==> src/rtl/a64bsd_pkg.sv <==
// shared types and constants for the arm64 branch and system decoder
package a64bsd_pkg;

   localparam int INSTR_W  = 32;
   localparam int MNEM_W   = 5;
   localparam int CLASS_W  = 4;
   localparam int COND_W   = 4;
   localparam int REG_W    = 5;
   localparam int OFFSET_W = 28;
   localparam int BIT_W    = 6;

   localparam logic [INSTR_W-1:0] UNCOND_MASK  = 32'h7C00_0000;
   localparam logic [INSTR_W-1:0] UNCOND_VALUE = 32'h1400_0000;
   localparam logic [INSTR_W-1:0] CMPBR_MASK   = 32'h7E00_0000;
   localparam logic [INSTR_W-1:0] CMPBR_VALUE  = 32'h3400_0000;
   localparam logic [INSTR_W-1:0] TSTBR_VALUE  = 32'h3600_0000;
   localparam logic [INSTR_W-1:0] CONDBR_MASK  = 32'hFF00_0010;
   localparam logic [INSTR_W-1:0] CONDBR_VALUE = 32'h5400_0000;
   localparam logic [INSTR_W-1:0] REGBR_MASK   = 32'hFE00_0000;
   localparam logic [INSTR_W-1:0] REGBR_VALUE  = 32'hD600_0000;
   localparam logic [INSTR_W-1:0] SYS_MASK     = 32'hFFC0_0000;
   localparam logic [INSTR_W-1:0] SYS_VALUE    = 32'hD500_0000;

   localparam logic [MNEM_W-1:0] MN_B     = 5'd0;
   localparam logic [MNEM_W-1:0] MN_BL    = 5'd1;
   localparam logic [MNEM_W-1:0] MN_BCOND = 5'd2;
   localparam logic [MNEM_W-1:0] MN_CBZ   = 5'd3;
   localparam logic [MNEM_W-1:0] MN_CBNZ  = 5'd4;
   localparam logic [MNEM_W-1:0] MN_TBZ   = 5'd5;
   localparam logic [MNEM_W-1:0] MN_TBNZ  = 5'd6;
   localparam logic [MNEM_W-1:0] MN_BR    = 5'd7;
   localparam logic [MNEM_W-1:0] MN_BLR   = 5'd8;
   localparam logic [MNEM_W-1:0] MN_RET   = 5'd9;
   localparam logic [MNEM_W-1:0] MN_ERET  = 5'd10;
   localparam logic [MNEM_W-1:0] MN_DRPS  = 5'd11;
   localparam logic [MNEM_W-1:0] MN_NOP   = 5'd12;
   localparam logic [MNEM_W-1:0] MN_MRS   = 5'd18;

   localparam logic [CLASS_W-1:0] CL_BRANCH = 4'd0;
   localparam logic [CLASS_W-1:0] CL_LINK   = 4'd1;
   localparam logic [CLASS_W-1:0] CL_CBZ    = 4'd2;
   localparam logic [CLASS_W-1:0] CL_CBNZ   = 4'd3;
   localparam logic [CLASS_W-1:0] CL_TBZ    = 4'd4;
   localparam logic [CLASS_W-1:0] CL_TBNZ   = 4'd5;
   localparam logic [CLASS_W-1:0] CL_BR     = 4'd6;
   localparam logic [CLASS_W-1:0] CL_BLR    = 4'd7;
   localparam logic [CLASS_W-1:0] CL_RETURN = 4'd8;
   localparam logic [CLASS_W-1:0] CL_HINT   = 4'd9;
   localparam logic [CLASS_W-1:0] CL_MRS    = 4'd10;

   localparam logic [3:0] OPC_BR   = 4'd0;
   localparam logic [3:0] OPC_BLR  = 4'd1;
   localparam logic [3:0] OPC_RET  = 4'd2;
   localparam logic [3:0] OPC_ERET = 4'd4;
   localparam logic [3:0] OPC_DRPS = 4'd5;

   localparam logic [REG_W-1:0] REG_ZR = 5'd31;

   typedef struct packed {
      logic                       valid_res;
      logic [MNEM_W-1:0]          mnemonic;
      logic [CLASS_W-1:0]         inst_class;
      logic [COND_W-1:0]          cond_code;
      logic [REG_W-1:0]           dest_reg;
      logic                       dest_is_x;
      logic [REG_W-1:0]           target_reg;
      logic signed [OFFSET_W-1:0] offset;
      logic                       has_offset;
      logic [BIT_W-1:0]           test_bit;
      logic                       wide;
   } result_type;

endpackage

==> src/rtl/arm64_branch_system_decoder.sv <==
// arm64 branch and system instruction decoder, top level
// the response is registered and shown in the cycle after a request is accepted
// throughput: one transaction per cycle while the held response is not stalled; there is a single result register
// a new request is taken while the held response is being taken in the same cycle
// reset: synchronous, active high, clears the response valid; no other state
module arm64_branch_system_decoder (
   input  logic                                         clock,
   input  logic                                         reset,
   input  logic                                         req_valid,
   output logic                                         req_stall,
   input  logic [a64bsd_pkg::INSTR_W-1:0]               req_instruction,
   output logic                                         rsp_valid,
   input  logic                                         rsp_stall,
   output logic                                         rsp_valid_res,
   output logic [a64bsd_pkg::MNEM_W-1:0]                rsp_mnemonic,
   output logic [a64bsd_pkg::CLASS_W-1:0]               rsp_inst_class,
   output logic [a64bsd_pkg::COND_W-1:0]                rsp_cond_code,
   output logic [a64bsd_pkg::REG_W-1:0]                 rsp_dest_reg,
   output logic                                         rsp_dest_is_x,
   output logic [a64bsd_pkg::REG_W-1:0]                 rsp_target_reg,
   output logic signed [a64bsd_pkg::OFFSET_W-1:0]       rsp_offset,
   output logic                                         rsp_has_offset,
   output logic [a64bsd_pkg::BIT_W-1:0]                 rsp_test_bit,
   output logic                                         rsp_wide
);
   import a64bsd_pkg::*;

   logic [INSTR_W-1:0] w;
   logic               top;
   logic               op24;
   logic [REG_W-1:0]   rt;
   logic [REG_W-1:0]   rn;
   logic [3:0]         opc;
   logic               regbr_ok;
   logic               hint_ok;
   logic [OFFSET_W-1:0] off19;
   result_type         res_in;
   result_type         res_ff;
   logic               valid_in;
   logic               valid_ff;
   logic               accept;

   assign w    = req_instruction;
   assign top  = w[31];
   assign op24 = w[24];
   assign rt   = w[4:0];
   assign rn   = w[9:5];
   assign opc  = w[24:21];
   assign off19 = {{7{w[23]}}, w[23:5], 2'b00};
   assign regbr_ok = (w[20:16] == REG_ZR) && (rt == '0) && (w[15:10] == '0);
   assign hint_ok  = (w[20:19] == 2'd0) && (w[18:16] == 3'd3) && (w[15:12] == 4'd2)
                     && (rt == REG_ZR) && (w[11:8] == 4'd0) && (w[7:5] < 3'd6);

   always_comb begin
      res_in = '0;
      if ((w & UNCOND_MASK) == UNCOND_VALUE) begin
         res_in.valid_res  = 1'b1;
         res_in.mnemonic   = top ? MN_BL : MN_B;
         res_in.inst_class = top ? CL_LINK : CL_BRANCH;
         res_in.offset     = {w[25:0], 2'b00};
         res_in.has_offset = 1'b1;
      end else if ((w & CMPBR_MASK) == CMPBR_VALUE) begin
         res_in.valid_res  = 1'b1;
         res_in.mnemonic   = op24 ? MN_CBNZ : MN_CBZ;
         res_in.inst_class = op24 ? CL_CBNZ : CL_CBZ;
         res_in.dest_reg   = rt;
         res_in.dest_is_x  = top;
         res_in.offset     = off19;
         res_in.has_offset = 1'b1;
         res_in.wide       = top;
      end else if ((w & CMPBR_MASK) == TSTBR_VALUE) begin
         res_in.valid_res  = 1'b1;
         res_in.mnemonic   = op24 ? MN_TBNZ : MN_TBZ;
         res_in.inst_class = op24 ? CL_TBNZ : CL_TBZ;
         res_in.dest_reg   = rt;
         res_in.dest_is_x  = top;
         res_in.offset     = {{12{w[18]}}, w[18:5], 2'b00};
         res_in.has_offset = 1'b1;
         res_in.test_bit   = {top, w[23:19]};
         res_in.wide       = top;
      end else if ((w & CONDBR_MASK) == CONDBR_VALUE) begin
         res_in.valid_res  = 1'b1;
         res_in.mnemonic   = MN_BCOND;
         res_in.inst_class = CL_BRANCH;
         res_in.cond_code  = w[3:0];
         res_in.offset     = off19;
         res_in.has_offset = 1'b1;
      end else if ((w & REGBR_MASK) == REGBR_VALUE) begin
         res_in.target_reg = rn;
         res_in.wide       = 1'b1;
         unique case (opc)
            OPC_BR: begin
               res_in.valid_res  = regbr_ok;
               res_in.mnemonic   = MN_BR;
               res_in.inst_class = CL_BR;
            end
            OPC_BLR: begin
               res_in.valid_res  = regbr_ok;
               res_in.mnemonic   = MN_BLR;
               res_in.inst_class = CL_BLR;
            end
            OPC_RET: begin
               res_in.valid_res  = regbr_ok;
               res_in.mnemonic   = MN_RET;
               res_in.inst_class = CL_RETURN;
            end
            OPC_ERET: begin
               res_in.valid_res  = regbr_ok && (rn == REG_ZR);
               res_in.mnemonic   = MN_ERET;
               res_in.inst_class = CL_RETURN;
            end
            OPC_DRPS: begin
               res_in.valid_res  = regbr_ok && (rn == REG_ZR);
               res_in.mnemonic   = MN_DRPS;
               res_in.inst_class = CL_RETURN;
            end
            default: begin
               res_in.valid_res = 1'b0;
            end
         endcase
         if (!res_in.valid_res) begin
            res_in = '0;
         end
      end else if ((w & SYS_MASK) == SYS_VALUE) begin
         if (hint_ok) begin
            res_in.valid_res  = 1'b1;
            res_in.mnemonic   = MN_NOP + {2'b00, w[7:5]};
            res_in.inst_class = CL_HINT;
         end else if (w[21] && (rt != REG_ZR)) begin
            res_in.valid_res  = 1'b1;
            res_in.mnemonic   = MN_MRS;
            res_in.inst_class = CL_MRS;
            res_in.dest_reg   = rt;
            res_in.dest_is_x  = 1'b1;
            res_in.wide       = 1'b1;
         end
      end
   end

   assign req_stall = valid_ff && rsp_stall;
   assign accept    = req_valid && !req_stall;

   always_comb begin
      valid_in = valid_ff;
      if (accept) begin
         valid_in = 1'b1;
      end else if (!rsp_stall) begin
         valid_in = 1'b0;
      end
   end

   always_ff @(posedge clock) begin
      if (reset) begin
         valid_ff <= 1'b0;
      end else begin
         valid_ff <= valid_in;
      end
   end

   always_ff @(posedge clock) begin
      if (accept) begin
         res_ff <= res_in;
      end
   end

   assign rsp_valid      = valid_ff;
   assign rsp_valid_res  = res_ff.valid_res;
   assign rsp_mnemonic   = res_ff.mnemonic;
   assign rsp_inst_class = res_ff.inst_class;
   assign rsp_cond_code  = res_ff.cond_code;
   assign rsp_dest_reg   = res_ff.dest_reg;
   assign rsp_dest_is_x  = res_ff.dest_is_x;
   assign rsp_target_reg = res_ff.target_reg;
   assign rsp_offset     = res_ff.offset;
   assign rsp_has_offset = res_ff.has_offset;
   assign rsp_test_bit   = res_ff.test_bit;
   assign rsp_wide       = res_ff.wide;

endmodule

==> config.mk <==
export PLATFORM = sky130hd
export DESIGN_NAME = arm64_branch_system_decoder
export DESIGN_NICKNAME = d
export VERILOG_FILES = /design/src/rtl/a64bsd_pkg.sv /design/src/rtl/arm64_branch_system_decoder.sv
export SDC_FILE = /design/constraint.sdc
export NUM_CORES = 1
export LEC_CHECK = 0
export CAP_MARGIN = 20
export CORE_UTILIZATION = 40
export CTS_CLUSTER_SIZE = 14
export DETAILED_ROUTE_END_ITERATION = 8
export DONT_BUFFER_PORTS = 1
export PLACE_DENSITY = 0.51
export SLEW_MARGIN = 10
export SYNTH_ARGS = -nofsm -noshare
export SYNTH_HDL_FRONTEND = slang
export SYNTH_SLANG_ARGS = --single-unit
==> constraint.sdc <==
create_clock -name clock -period 5.1 [get_ports clock]
set_clock_uncertainty 0.1 [all_clocks]
set_input_delay 0.51 -clock clock [delete_from_list [all_inputs] [get_ports clock]]
set_output_delay 0.51 -clock clock [all_outputs]
set_load 0.01 [all_outputs]
Yosys cells after proc, flatten, opt, wreduce, memory -nomap -nowiden
Cells that the tools add are included.
{"block": "totals", "inputBits": 36, "word_cells": 101, "latchBits": 0, "mem_bits_ro": 0, "memories": 0, "mem_bits_rw": 0, "register_bits": 62}
{"block": "op_classes", "div": 0, "order_cmp": 1, "shifts": 0, "add_sub_neg": 1, "n_mux": 43, "n_bitwise": 2, "mul": 0, "n_reduce_logical": 24, "eq_ne": 17}
{"cell": "29-bit two-way mux", "n": 3}
{"cell": "61-bit two-way mux", "n": 1}
{"cell": "10-bit two-way mux", "n": 4}
{"cell": "40-bit two-way mux", "n": 1}
{"cell": "8-bit one-hot mux with 5 select lines", "n": 1}
{"cell": "36-bit two-way mux", "n": 1}
{"cell": "6-bit two-way mux", "n": 6}
{"cell": "9-bit two-way mux", "n": 3}
{"cell": "1-bit two-way mux", "n": 16}
{"cell": "5-bit == test, second input constant", "n": 3}
{"cell": "13-bit two-way mux", "n": 1}
{"cell": "6-bit by 5-bit == test with 1-bit output, second input constant", "n": 2}
{"cell": "1-bit logical AND", "n": 11}
{"cell": "11-bit two-way mux", "n": 1}
{"cell": "10-bit == test, second input constant", "n": 1}
{"cell": "9-bit by 8-bit == test with 1-bit output, second input constant", "n": 1}
{"cell": "4-bit by 2-bit == test with 1-bit output, second input constant", "n": 2}
{"cell": "4-bit by 3-bit == test with 1-bit output, second input constant", "n": 2}
{"cell": "4-bit logical NOT", "n": 2}
{"cell": "7-bit == test, second input constant", "n": 1}
{"cell": "7-bit two-way mux", "n": 1}
{"cell": "6-bit logical NOT", "n": 1}
{"cell": "3-bit OR reduction", "n": 2}
{"cell": "6-bit OR reduction", "n": 1}
{"cell": "other kinds (18)", "n": 20}

Logic depth before layout (Yosys ltp)
Gate-level depths: netlist of run 1.
{"block": "logic_depth", "word_depth": 16, "ltp_mapped": 7, "ltp_nobuf": 6}

Worst setup path after synthesis of run 1
No wires, ideal clock.
{"block": "synth_path", "path_type": "input-to-reg", "startpoint": "input rsp_stall", "endpoint": "register res_ff, in the netlist rsp_cond_code[0] (enable)", "n_path_buf": 0, "arrival_ns": 3.353, "setup_slack_ns": 1.165, "stages": 2, "path_cell_list": "and2_1 -> nor2b_1"}
{"block": "synth_between", "elab_chain_cells": 3}
{"item": "start: declaration", "line_no": "arm64_branch_system_decoder.sv:13", "text": "input logic rsp_stall,"}
{"item": "1-bit logical AND", "line_no": "arm64_branch_system_decoder.sv:140", "text": "assign req_stall = valid_ff && rsp_stall;"}
{"item": "1-bit logical NOT", "line_no": "arm64_branch_system_decoder.sv:141", "text": "assign accept = req_valid && !req_stall;"}
{"item": "1-bit logical AND", "line_no": "arm64_branch_system_decoder.sv:141"}
{"item": "via accept", "line_no": "arm64_branch_system_decoder.sv:41", "text": "logic accept;"}
{"item": "end signal: assignment", "line_no": "arm64_branch_system_decoder.sv:162", "text": "res_ff <= res_in;"}
{"item": "end: declaration", "line_no": "arm64_branch_system_decoder.sv:38", "text": "result_type res_ff;"}
The timed path passes the listed nets, and every way through them passes these cells.
A chain may end at the register's enable or synchronous reset.

Worst setup path in the final report of run 1
{"block": "layout_path", "startpoint": "input req_instruction[27] (netlist bit)", "endpoint": "register res_ff, in the netlist rsp_mnemonic[4] (data pin)"}
{"block": "layout_between", "elab_chain_cells": 7, "elab_cells_between_ends": 12, "cone_classes": "eq/ne: 6; mux: 6"}
{"item": "start: declaration", "line_no": "arm64_branch_system_decoder.sv:11", "text": "input logic [a64bsd_pkg::INSTR_W-1:0] req_instruction,"}
{"item": "10-bit == test", "line_no": "arm64_branch_system_decoder.sv:124", "text": "end else if ((w & SYS_MASK) == SYS_VALUE) begin"}
{"item": "10-bit two-way mux", "line_no": "arm64_branch_system_decoder.sv:124"}
{"item": "10-bit two-way mux", "line_no": "arm64_branch_system_decoder.sv:88", "text": "end else if ((w & REGBR_MASK) == REGBR_VALUE) begin"}
{"item": "13-bit two-way mux", "line_no": "arm64_branch_system_decoder.sv:81", "text": "end else if ((w & CONDBR_MASK) == CONDBR_VALUE) begin"}
{"item": "9-bit two-way mux", "line_no": "arm64_branch_system_decoder.sv:71", "text": "end else if ((w & CMPBR_MASK) == TSTBR_VALUE) begin"}
{"item": "9-bit two-way mux", "line_no": "arm64_branch_system_decoder.sv:62", "text": "end else if ((w & CMPBR_MASK) == CMPBR_VALUE) begin"}
{"item": "9-bit two-way mux *", "line_no": "arm64_branch_system_decoder.sv:56", "text": "if ((w & UNCOND_MASK) == UNCOND_VALUE) begin"}
Mark *: on every way between the ends. The rest lies on a longest branch, timed or not.

==> metrics, run 1 <==
initial antenna violation count 0; Reg-to-Reg Start rsp_valid; CTS tree yes; Initial Util 0.413; Period minus WS final 1.95 ns; clock buffer depth 2; ant diodes 0; #FFs+latches synth 60; FF-to-FF setup slack 3.31 ns; setup violators final 0; combinational share of power 0.042; setup bufs post-CTS 0; grt met1 use 0.238; largest net degree at the start of global routing 60; Worst Path Arrival 2.02 ns; via count of the first global-routing pass 1812; Die Area 7800 um^2; worst rel slew slack 0.303; sw frac 0.204; GRT overflow 0; hold path start reset; maximum VDD drop 136 uV; PwrDens 352 nW/um^2; share of cells above drive strength 1 0.169; CTS Hold Buffers Added 0; IO Port Bufs 0; total placed instance area 3030 um^2; Pre-Repair DR Iteration Count 4; max FFs per register 26; Worst setup EP type flip-flop; outcome complete, no violations; H-Tree Depth 3; yosys warns 0; CP required 5.17 ns; FILL cells 676; setup_tns 0 ns; CTS sink count 60; Core ar. 7210 um^2; Synth Flop Type edfxtp_1; post-placement cell count 320; Async SR Flop Fraction 0; Cell Area, Synth 2980 um^2; DRT iter0 DRCs 75; Slew @ Worst Pin 1.04 ns; GR met3 Demand/Resource 0.0728; routed via count 1850; clock share of power 0.440; Switch Pwr 234 uW; IO Pins 99; worst hold path class input pin to flip-flop; RR Endpoint rsp_offset[6]; hold_ws 0.146 ns; area of the multi-input gates 1070 um^2; TritonCTS Buffers 9; Final #Nets 268; CP Class input pin to flip-flop; Pint 913 uW; Max Transition Viols Final 0; cell count after synthesis 229; final non-filler cell total 336; mean post-synth cell area 13.0 um^2; most frequent cells in the layout edfxtp_1 (59), nor2_1 (25), and2_1 (16), mux2i_1 (15), nand2_1 (11); number of max-cap violations 0; wire per inst 20.9 um; most common cell after layout, fill and taps aside edfxtp_1; register area 1790 um^2; Post-CTS Resized 0; crit-path max FO 16; Achievable Freq 512 MHz; GRT Total Usage 0.186; Hold EP rsp_valid; Detail Route Antenna Nets 0; LEAKAGE 1.21 nW; gr busiest metal met2; M2 GR Usage 0.282; Hold Vio Cnt, Final 0; hold path cells 1; area delta synth->final 9.40%; post-route cell area 3260 um^2; sequential share of power 0.518; latest clock arrival within the worst-skew pair 0.33 ns; DP HPWL 4.84 mm; setup repair after global routing missed its margin no; register area share after synthesis 0.601; WL final 7.02 mm; Die Wd 88.3 um; DR vias/cell 5.51; Final period util 0.383; r2r worst-path depth 3; first-pass GRT wire length 10.4 mm; clk slew on worst S/H paths 0.07 ns; DRC viols 0; critical path launch point type input pin; Synth cell types 58; Placer Congestion 0.786; root buffer cell clkbuf_8; row count 31; EDFF count, synth 59; Die Y 88.3 um
worst max-delay path, stage by stage:
cell and delay [ns]:
nand4bb_2 0.20, nor2_1 0.12, nor2_1 0.80, inv_1 0.16
nor3_1 0.22
routing by layer:
metal	vias to the layer above	routed length (um)	share of wire
met5	-	0	0
met4	0	50	0.0071
met3	2	710	0.10
met2	97	3310	0.47
met1	888	2940	0.42
li1	863	-	-
power groups by stage:
stage	clock [mW]	sequential (mW)	combinational, mW
3_3_place_gp	0	0.605	0.0485
4_1_cts	0.517	0.595	0.0485
3_5_place_dp	0	0.605	0.0481
2_1_floorplan	0	0.603	0.0478
5_1_grt	0.535	0.598	0.0528
6_report	0.505	0.594	0.0478
through the flow:
| stage | total power, mW | setup WS [ns] | utilization |
|---|---|---|---|
| 4_1_cts | 1.16 | 3.07 | 0.452 |
| 5_1_grt | 1.19 | 2.96 | 0.452 |
| 6_report | 1.15 | 3.15 | 0.452 |
| 2_1_floorplan | 0.651 | 1.16 | - |
| 3_3_place_gp | 0.654 | 2.88 | 0.420 |
| 3_5_place_dp | 0.653 | 2.77 | 0.420 |
how the worst max path moves through the flow:
| stage | startpoint | to | slack, ns | depth (start not counted) |
|---|---|---|---|---|
| final | req_instruction[27] | rsp_mnemonic[4] | 3.15 | 5 |
| after global routing | req_instruction[24] | rsp_mnemonic[4] | 2.96 | 6 |
| after CTS | req_instruction[27] | rsp_mnemonic[4] | 3.07 | 5 |
| after detailed placement | req_instruction[27] | rsp_mnemonic[4] | 2.77 | 5 |
| after global placement | req_instruction[27] | rsp_valid_res | 2.88 | 4 |
| after floorplan | rsp_stall | rsp_cond_code[0] | 1.16 | 2 |
Yosys cell counts, types with 2 or more instances:
master / n / area (um^2)
nor3b_2: 2 / 25.0
nand3_1: 5 / 25.0
nand2b_1: 2 / 12.5
buf_4: 4 / 30.0
nor2_1: 25 / 93.8
o31ai_2: 2 / 25.0
nor3_1: 6 / 30.0
nand3b_1: 2 / 15.0
a21oi_1: 6 / 30.0
nand2_1: 11 / 41.3
o21ai_0: 5 / 25.0
and2_2: 2 / 15.0
clkbuf_8: 2 / 27.5
buf_6: 3 / 33.8
buf_2: 2 / 10.0
a21o_1: 9 / 67.6
inv_1: 7 / 26.3
mux2i_1: 15 / 150
nor2b_1: 2 / 12.5
and2_1: 16 / 100
a221o_1: 4 / 40.0
edfxtp_1: 59 / 1770
a22oi_1: 3 / 22.5
kinds of logic (layout without fill, tap and decap cells):
group,count (synthesis),count (layout),share of synthesized area
xor+xnor,1,1,0.00294
compound gates,37,37,0.0932
flops,60,60,0.601
mux,15,15,0.0504
buf+inv,18,25,0.0428
simple gates,97,97,0.208
other cells,1,2,0.00126
layout make-up:
| type | instances | share of cell area |
|---|---|---|
| multi-input cells | 152 | 0.329 |
| repair buffers | 2 | 0.00460 |
| inverters | 7 | 0.00806 |
| flip-flops and latches | 60 | 0.550 |
| well taps | 99 | 0.0380 |
| clock inverters | 5 | 0.0307 |
| clock buffers | 11 | 0.0403 |
Power figures use the tool's default switching activity.
==> inputs of run 2 (changes only) <==
--- a/config.mk
+++ b/config.mk
@@ -5,6 +5,7 @@
 export SDC_FILE = /design/constraint.sdc
 export NUM_CORES = 1
 export LEC_CHECK = 0
+export ABC_AREA = 1
 export CAP_MARGIN = 20
 export CORE_UTILIZATION = 40
 export CTS_CLUSTER_SIZE = 14
==> constraint.sdc (replaced) <==
create_clock -name clock -period 1.9 [get_ports clock]
set_clock_uncertainty 0.1 [all_clocks]
set_input_delay 0.19 -clock clock [delete_from_list [all_inputs] [get_ports clock]]
set_output_delay 0.19 -clock clock [all_outputs]
set_load 0.01 [all_outputs]
==> metrics, run 2 <==
outcome complete, no violations; Initial Util 0.414 (+0.00127); max FFs per register 26 (unchanged); Cell Area, Synth 3020 um^2 (+1.4%); GRT Total Usage 0.211 (+0.0248); post-synthesis adder-cell area fraction 0 (unchanged); Worst Path Arrival 1.74 ns (-0.28 ns); post-route cell area 3550 um^2 (+8.9%); Synth Flop Type edfxtp_1; total placed instance area 3140 um^2 (+3.7%); complex-gate fraction of the synthesized area 0.0588 (-0.0344); Post-Synth XOR/XNOR Area 0 (-0.00294); CP required 1.89 ns (-3.28 ns); Period minus WS final 1.76 ns; DR vias/cell 5.08 (-7.7%); area delta synth->final 17.5%; yosys warns 0 (unchanged); crit-path max FO 33 (+17); CTS tree yes; Post-CTS Resized 0 (unchanged); setup bufs post-CTS 0 (unchanged); setup violators final 0 (unchanged); Post-Synth Simple-Gate Area 0.277 (+0.0688); CTS sink count 60 (unchanged); GRT overflow 0 (unchanged); ant diodes 0 (unchanged); hold path cells 2 (+1); critical path launch point type input pin; post-synth top area share 0.586 (-0.00812); first-pass GRT wire length 11.9 mm (+14%); Pre-Repair DR Iteration Count 4 (unchanged); r2r worst-path depth 4 (+1); H-Tree Depth 3 (unchanged); synth cell count leaders edfxtp_1 (59), nor2_1 (57), nand2_1 (55), inv_1 (38), nand3_1 (32); Final #Nets 384 (+43%); Detail Route Antenna Nets 0 (unchanged); latest clock arrival within the worst-skew pair 0.34 ns (about the same); most frequent cells in the layout edfxtp_1 (59), nor2_1 (56), nand2_1 (55), inv_1 (38), nand3_1 (32); TritonCTS Buffers 9 (unchanged); Achievable Freq 569 MHz; DRT iter0 DRCs 146 (+95%); most frequent cell after synthesis edfxtp_1; DP HPWL 5.57 mm (+15%); Placer Congestion 0.936 (+19%); FILL cells 751 (+11%); share of cells above drive strength 1 0.136 (-0.0328); top cells by area, synth edfxtp_1 (59%), nor2_1 (7.1%), nand2_1 (6.8%), nand3_1 (5.3%), inv_1 (4.7%); register area share after synthesis 0.593 (-0.00821); Die Y 88.9 um (+0.67%); number of max-cap violations 0 (unchanged); WL final 7.97 mm (+14%); Max Transition Viols Final 0 (unchanged); final core occ 0.487 (+0.0350); clock buffer depth 2 (unchanged); wire per inst 17.6 um (-16%); Worst setup EP type flip-flop; multiplexer share of the synthesized area 0 (-0.0504); root buffer cell clkbuf_8; most common cell after layout, fill and taps aside edfxtp_1; worst hold path class input pin to flip-flop; CTS Hold Buffers Added 22 (+22); maximum VDD drop 295 uV (+120%); Async SR Flop Fraction 0 (unchanged); initial antenna violation count 0 (unchanged); setup repair after global routing missed its margin no; Core ar. 7290 um^2 (+1.1%); DRC viols 0 (unchanged); cell count after synthesis 319 (+39%); EDFF count, synth 59 (unchanged); Synth cell types 31 (-47%); largest family of logic cells by synthesized area simple AND/OR/NAND/NOR gates; Die Wd 88.9 um (+0.67%); CP Class input pin to flip-flop; Final period util 0.926; clk slew on worst S/H paths 0.07 ns (about the same); setup_tns 0 ns (unchanged); IO Port Bufs 0 (unchanged); Die Area 7910 um^2 (+1.4%); mean post-synth cell area 9.47 um^2 (-27%); via count of the first global-routing pass 2214 (+22%); LEAKAGE 1.50 nW (+24%); area leader, netlist edfxtp_1; Hold Vio Cnt, Final 0 (unchanged); row count 31 (unchanged); routed via count 2297 (+24%); IO Pins 99 (unchanged); #FFs+latches synth 60 (unchanged); largest net degree at the start of global routing 60 (unchanged); PwrDens 824 nW/um^2 (+130%)
## run 2: cell type report
type,instances,area (um^2),share of cell area
inverter,45,169,0.0476
timing repair buffer,24,248,0.0698
sequential,60,1790,0.505
clock inverter,3,40.0,0.0113
tap,99,124,0.0349
multi-input combinational,208,1030,0.290
clock buffer,13,149,0.0419
## run 2: worst max-delay path: stages
cell and delay [ns]:
inv_1 0.06, nand3_2 0.10, nor2_1 0.14, nand2_1 0.21, buf_4 0.30, nand3_1 0.12, nand2_1 0.06, dlygate4sd3_1 0.56
## run 2: kinds of logic after synthesis
kind of cell / after synthesis
DFF: 60
other: 1
buffers and inverters: 52
AOI/OAI and AO/OA: 31
and+or+nand+nor: 175
## run 2: layer usage
layer	part of all wire	vias to the layer above	wire length, um	global-route usage
li1	-	1114	-	-
met4	0.014	0	112	0.0836
met3	0.069	10	549	0.0600
met2	0.47	82	3730	0.327
met1	0.45	1091	3580	0.279
met5	0	-	0	0
## run 2: final timing paths
| kind | to | slack, ns | start |
|---|---|---|---|
| setup / recovery | rsp_offset[13] | 0.14 | req_instruction[27] |
| setup reg to reg | rsp_test_bit[2] | 0.48 | rsp_valid |
| hold / removal | rsp_offset[18] | 0.01 | req_instruction[21] |
| hold reg to reg | rsp_has_offset | 0.98 | rsp_valid |
## run 2: power by group
group	switching (mW)	internal (mW)	leakage [nW]
logic	0.127	0.0659	0.807
clock network	0.499	0.639	0.0974
registers	0.0630	1.53	0.594
total	0.689	2.24	1.50
## run 2: per-stage QoR
step	worst slack, ns	hold WS, ns	std cells	power [mW]
after floorplan	0.0133	0.159	320	1.73
after global placement	0.347	0.162	414	1.78
after detailed placement	0.333	0.162	414	1.78
after CTS	0.208	0.000788	452	2.95
after global routing	0.0291	0.00924	452	3.04
final	0.141	0.0100	452	2.93
==> inputs of run 3 (changes only) <==
--- a/config.mk
+++ b/config.mk
@@ -11,7 +11,8 @@
 export CTS_CLUSTER_SIZE = 14
 export DETAILED_ROUTE_END_ITERATION = 8
 export DONT_BUFFER_PORTS = 1
-export PLACE_DENSITY = 0.51
+export GPL_ROUTABILITY_DRIVEN = 0
+export PLACE_DENSITY_LB_ADDON = 0.1
 export SLEW_MARGIN = 10
 export SYNTH_ARGS = -nofsm -noshare
 export SYNTH_HDL_FRONTEND = slang
==> metrics, run 3 (synthesized netlist as in run 2, its figures left out) <==
hold_ws 0.0165 ns (+0.00646 ns); first-pass GRT wire length 11.8 mm (-0.58%); Hold Vio Cnt, Final 0 (unchanged); number of max-cap violations 0 (unchanged); most frequent cells in the layout edfxtp_1 (59), nor2_1 (56), nand2_1 (55), inv_1 (38), nand3_1 (32); Metal-1 WL 3.23 mm (-9.6%); DR vias/cell 5.00 (-1.6%); Worst Path Arrival 1.68 ns (-0.06 ns); wire per inst 16.8 um (-4.8%); Final period util 0.885 (-0.0408); Die Y 88.9 um (unchanged); most common cell after layout, fill and taps aside edfxtp_1; DP HPWL 5.38 mm (-3.5%); total design power 3.07 mW (+5.0%); largest net degree at the start of global routing 60 (unchanged); GRT Total Usage 0.209 (-0.00199); CTS Hold Buffers Added 24 (+9.1%); Die Area 7910 um^2 (unchanged); GRT overflow 0 (unchanged); FF-to-FF setup slack 0.50 ns (+0.02 ns); register area 1790 um^2 (unchanged); row count 31 (unchanged); outcome complete, no violations; RR Endpoint rsp_offset[24]; routed via count 2276 (-0.91%); Die Wd 88.9 um (unchanged); clock buffer depth 2 (unchanged); Worst setup EP type flip-flop; Worst Setup EP rsp_offset[13]; Setup WS pre-CTS 0.376 ns (+0.0432 ns); max FFs per register 26 (unchanged); max layer used met4; DRC viols 0 (unchanged); PwrDens 851 nW/um^2 (+3.3%); maximum VDD drop 315 uV (+6.5%); met2 WL 3.72 mm (-0.19%); via count of the first global-routing pass 2208 (-0.27%); Pre-Repair DR Iteration Count 5 (+1); crit path launch req_instruction[27]; WL final 7.64 mm (-4.2%); setup violators final 0 (unchanged); area delta synth->final 19.4%; setup bufs post-CTS 0 (unchanged); share of cells above drive strength 1 0.140 (+0.00447); final non-filler cell total 455 (+0.66%); LEAKAGE 1.52 nW (+1.7%); crit-path max FO 28 (-15%); DRT iter0 DRCs 126 (-14%); metal3 WL 563 um (+2.6%); Max Transition Viols Final 0 (unchanged); Core ar. 7290 um^2 (unchanged); Post-CTS Resized 0 (unchanged); Detail Route Antenna Nets 0 (unchanged); CP required 1.89 ns (about the same); worst setup margin 0.219 ns (+0.0776 ns); worst hold path class input pin to flip-flop; post-route cell area 3610 um^2 (+1.6%); setup repair after global routing missed its margin no; clk slew on worst S/H paths 0.07 ns (about the same); root buffer cell clkbuf_8; setup_tns 0 ns (unchanged); post-placement cell count 415 (+0.24%); final core occ 0.495 (+0.00789); Final #Nets 387 (+0.78%); Initial Util 0.414 (unchanged); initial antenna violation count 0 (unchanged); hold path start req_instruction[4]; CTS sink count 60 (unchanged); ant diodes 0 (unchanged); critical path launch point type input pin; IO Pins 99 (unchanged); r2r worst-path depth 4 (unchanged); total placed instance area 3150 um^2 (+0.24%); TritonCTS Buffers 9 (unchanged); Period minus WS final 1.68 ns (-0.0776 ns); area of the multi-input gates 1030 um^2 (unchanged); CTS tree yes; Achievable Freq 595 MHz (+4.6%); latest clock arrival within the worst-skew pair 0.34 ns (about the same); CP Class input pin to flip-flop; FILL cells 727 (-3.2%); H-Tree Depth 3 (unchanged); Reg-to-Reg Start rsp_valid; IO Port Bufs 0 (unchanged)
-- run 3: cell count changes in the layout (fill, tap and decap cells not counted), sizes merged --
cell         before  now
buf               2    3
bufinv            1    2
dlygate4sd3      22   24
clkbuf           13   12
-- run 3: routing by layer --
layer | track usage | vias up
met5 | 0 | -
met4 | 0.0733 | 0
met3 | 0.0785 | 11
met2 | 0.331 | 78
met1 | 0.261 | 1063
li1 | - | 1124
-- run 3: critical path, stage by stage --
cell and delay, ns:
inv_1 0.06, nand3_2 0.09, nor2_1 0.14, nand2_1 0.20, buf_4 0.28, nand3_1 0.11
nand2_1 0.05, dlygate4sd3_1 0.55
-- run 3: layout make-up --
type,count,area share
flip-flops and latches,60,0.497
multi-input cells,208,0.285
repair buffers,27,0.0763
inverters,45,0.0468
clock buffers,12,0.0402
well taps,99,0.0343
clock inverters,4,0.0205
-- run 3: power by group --
part           switching (mW)  internal, mW  leakage [nW]  total [mW]
clock network           0.506         0.776         0.111        1.28
logic                   0.127        0.0692         0.820       0.196
registers              0.0628          1.53         0.594        1.59
total                   0.696          2.38          1.52        3.07
-- run 3: worst min-delay path by stage --
stage | endpoint | slack [ns] | cells after the start
2_1_floorplan | rsp_valid | 0.16 | 1
3_3_place_gp | rsp_valid | 0.16 | 1
3_5_place_dp | rsp_valid | 0.16 | 1
4_1_cts | rsp_dest_reg[4] | 0.001 | 2
5_1_grt | rsp_test_bit[3] | 0.01 | 2
6_report | rsp_dest_reg[4] | 0.02 | 2
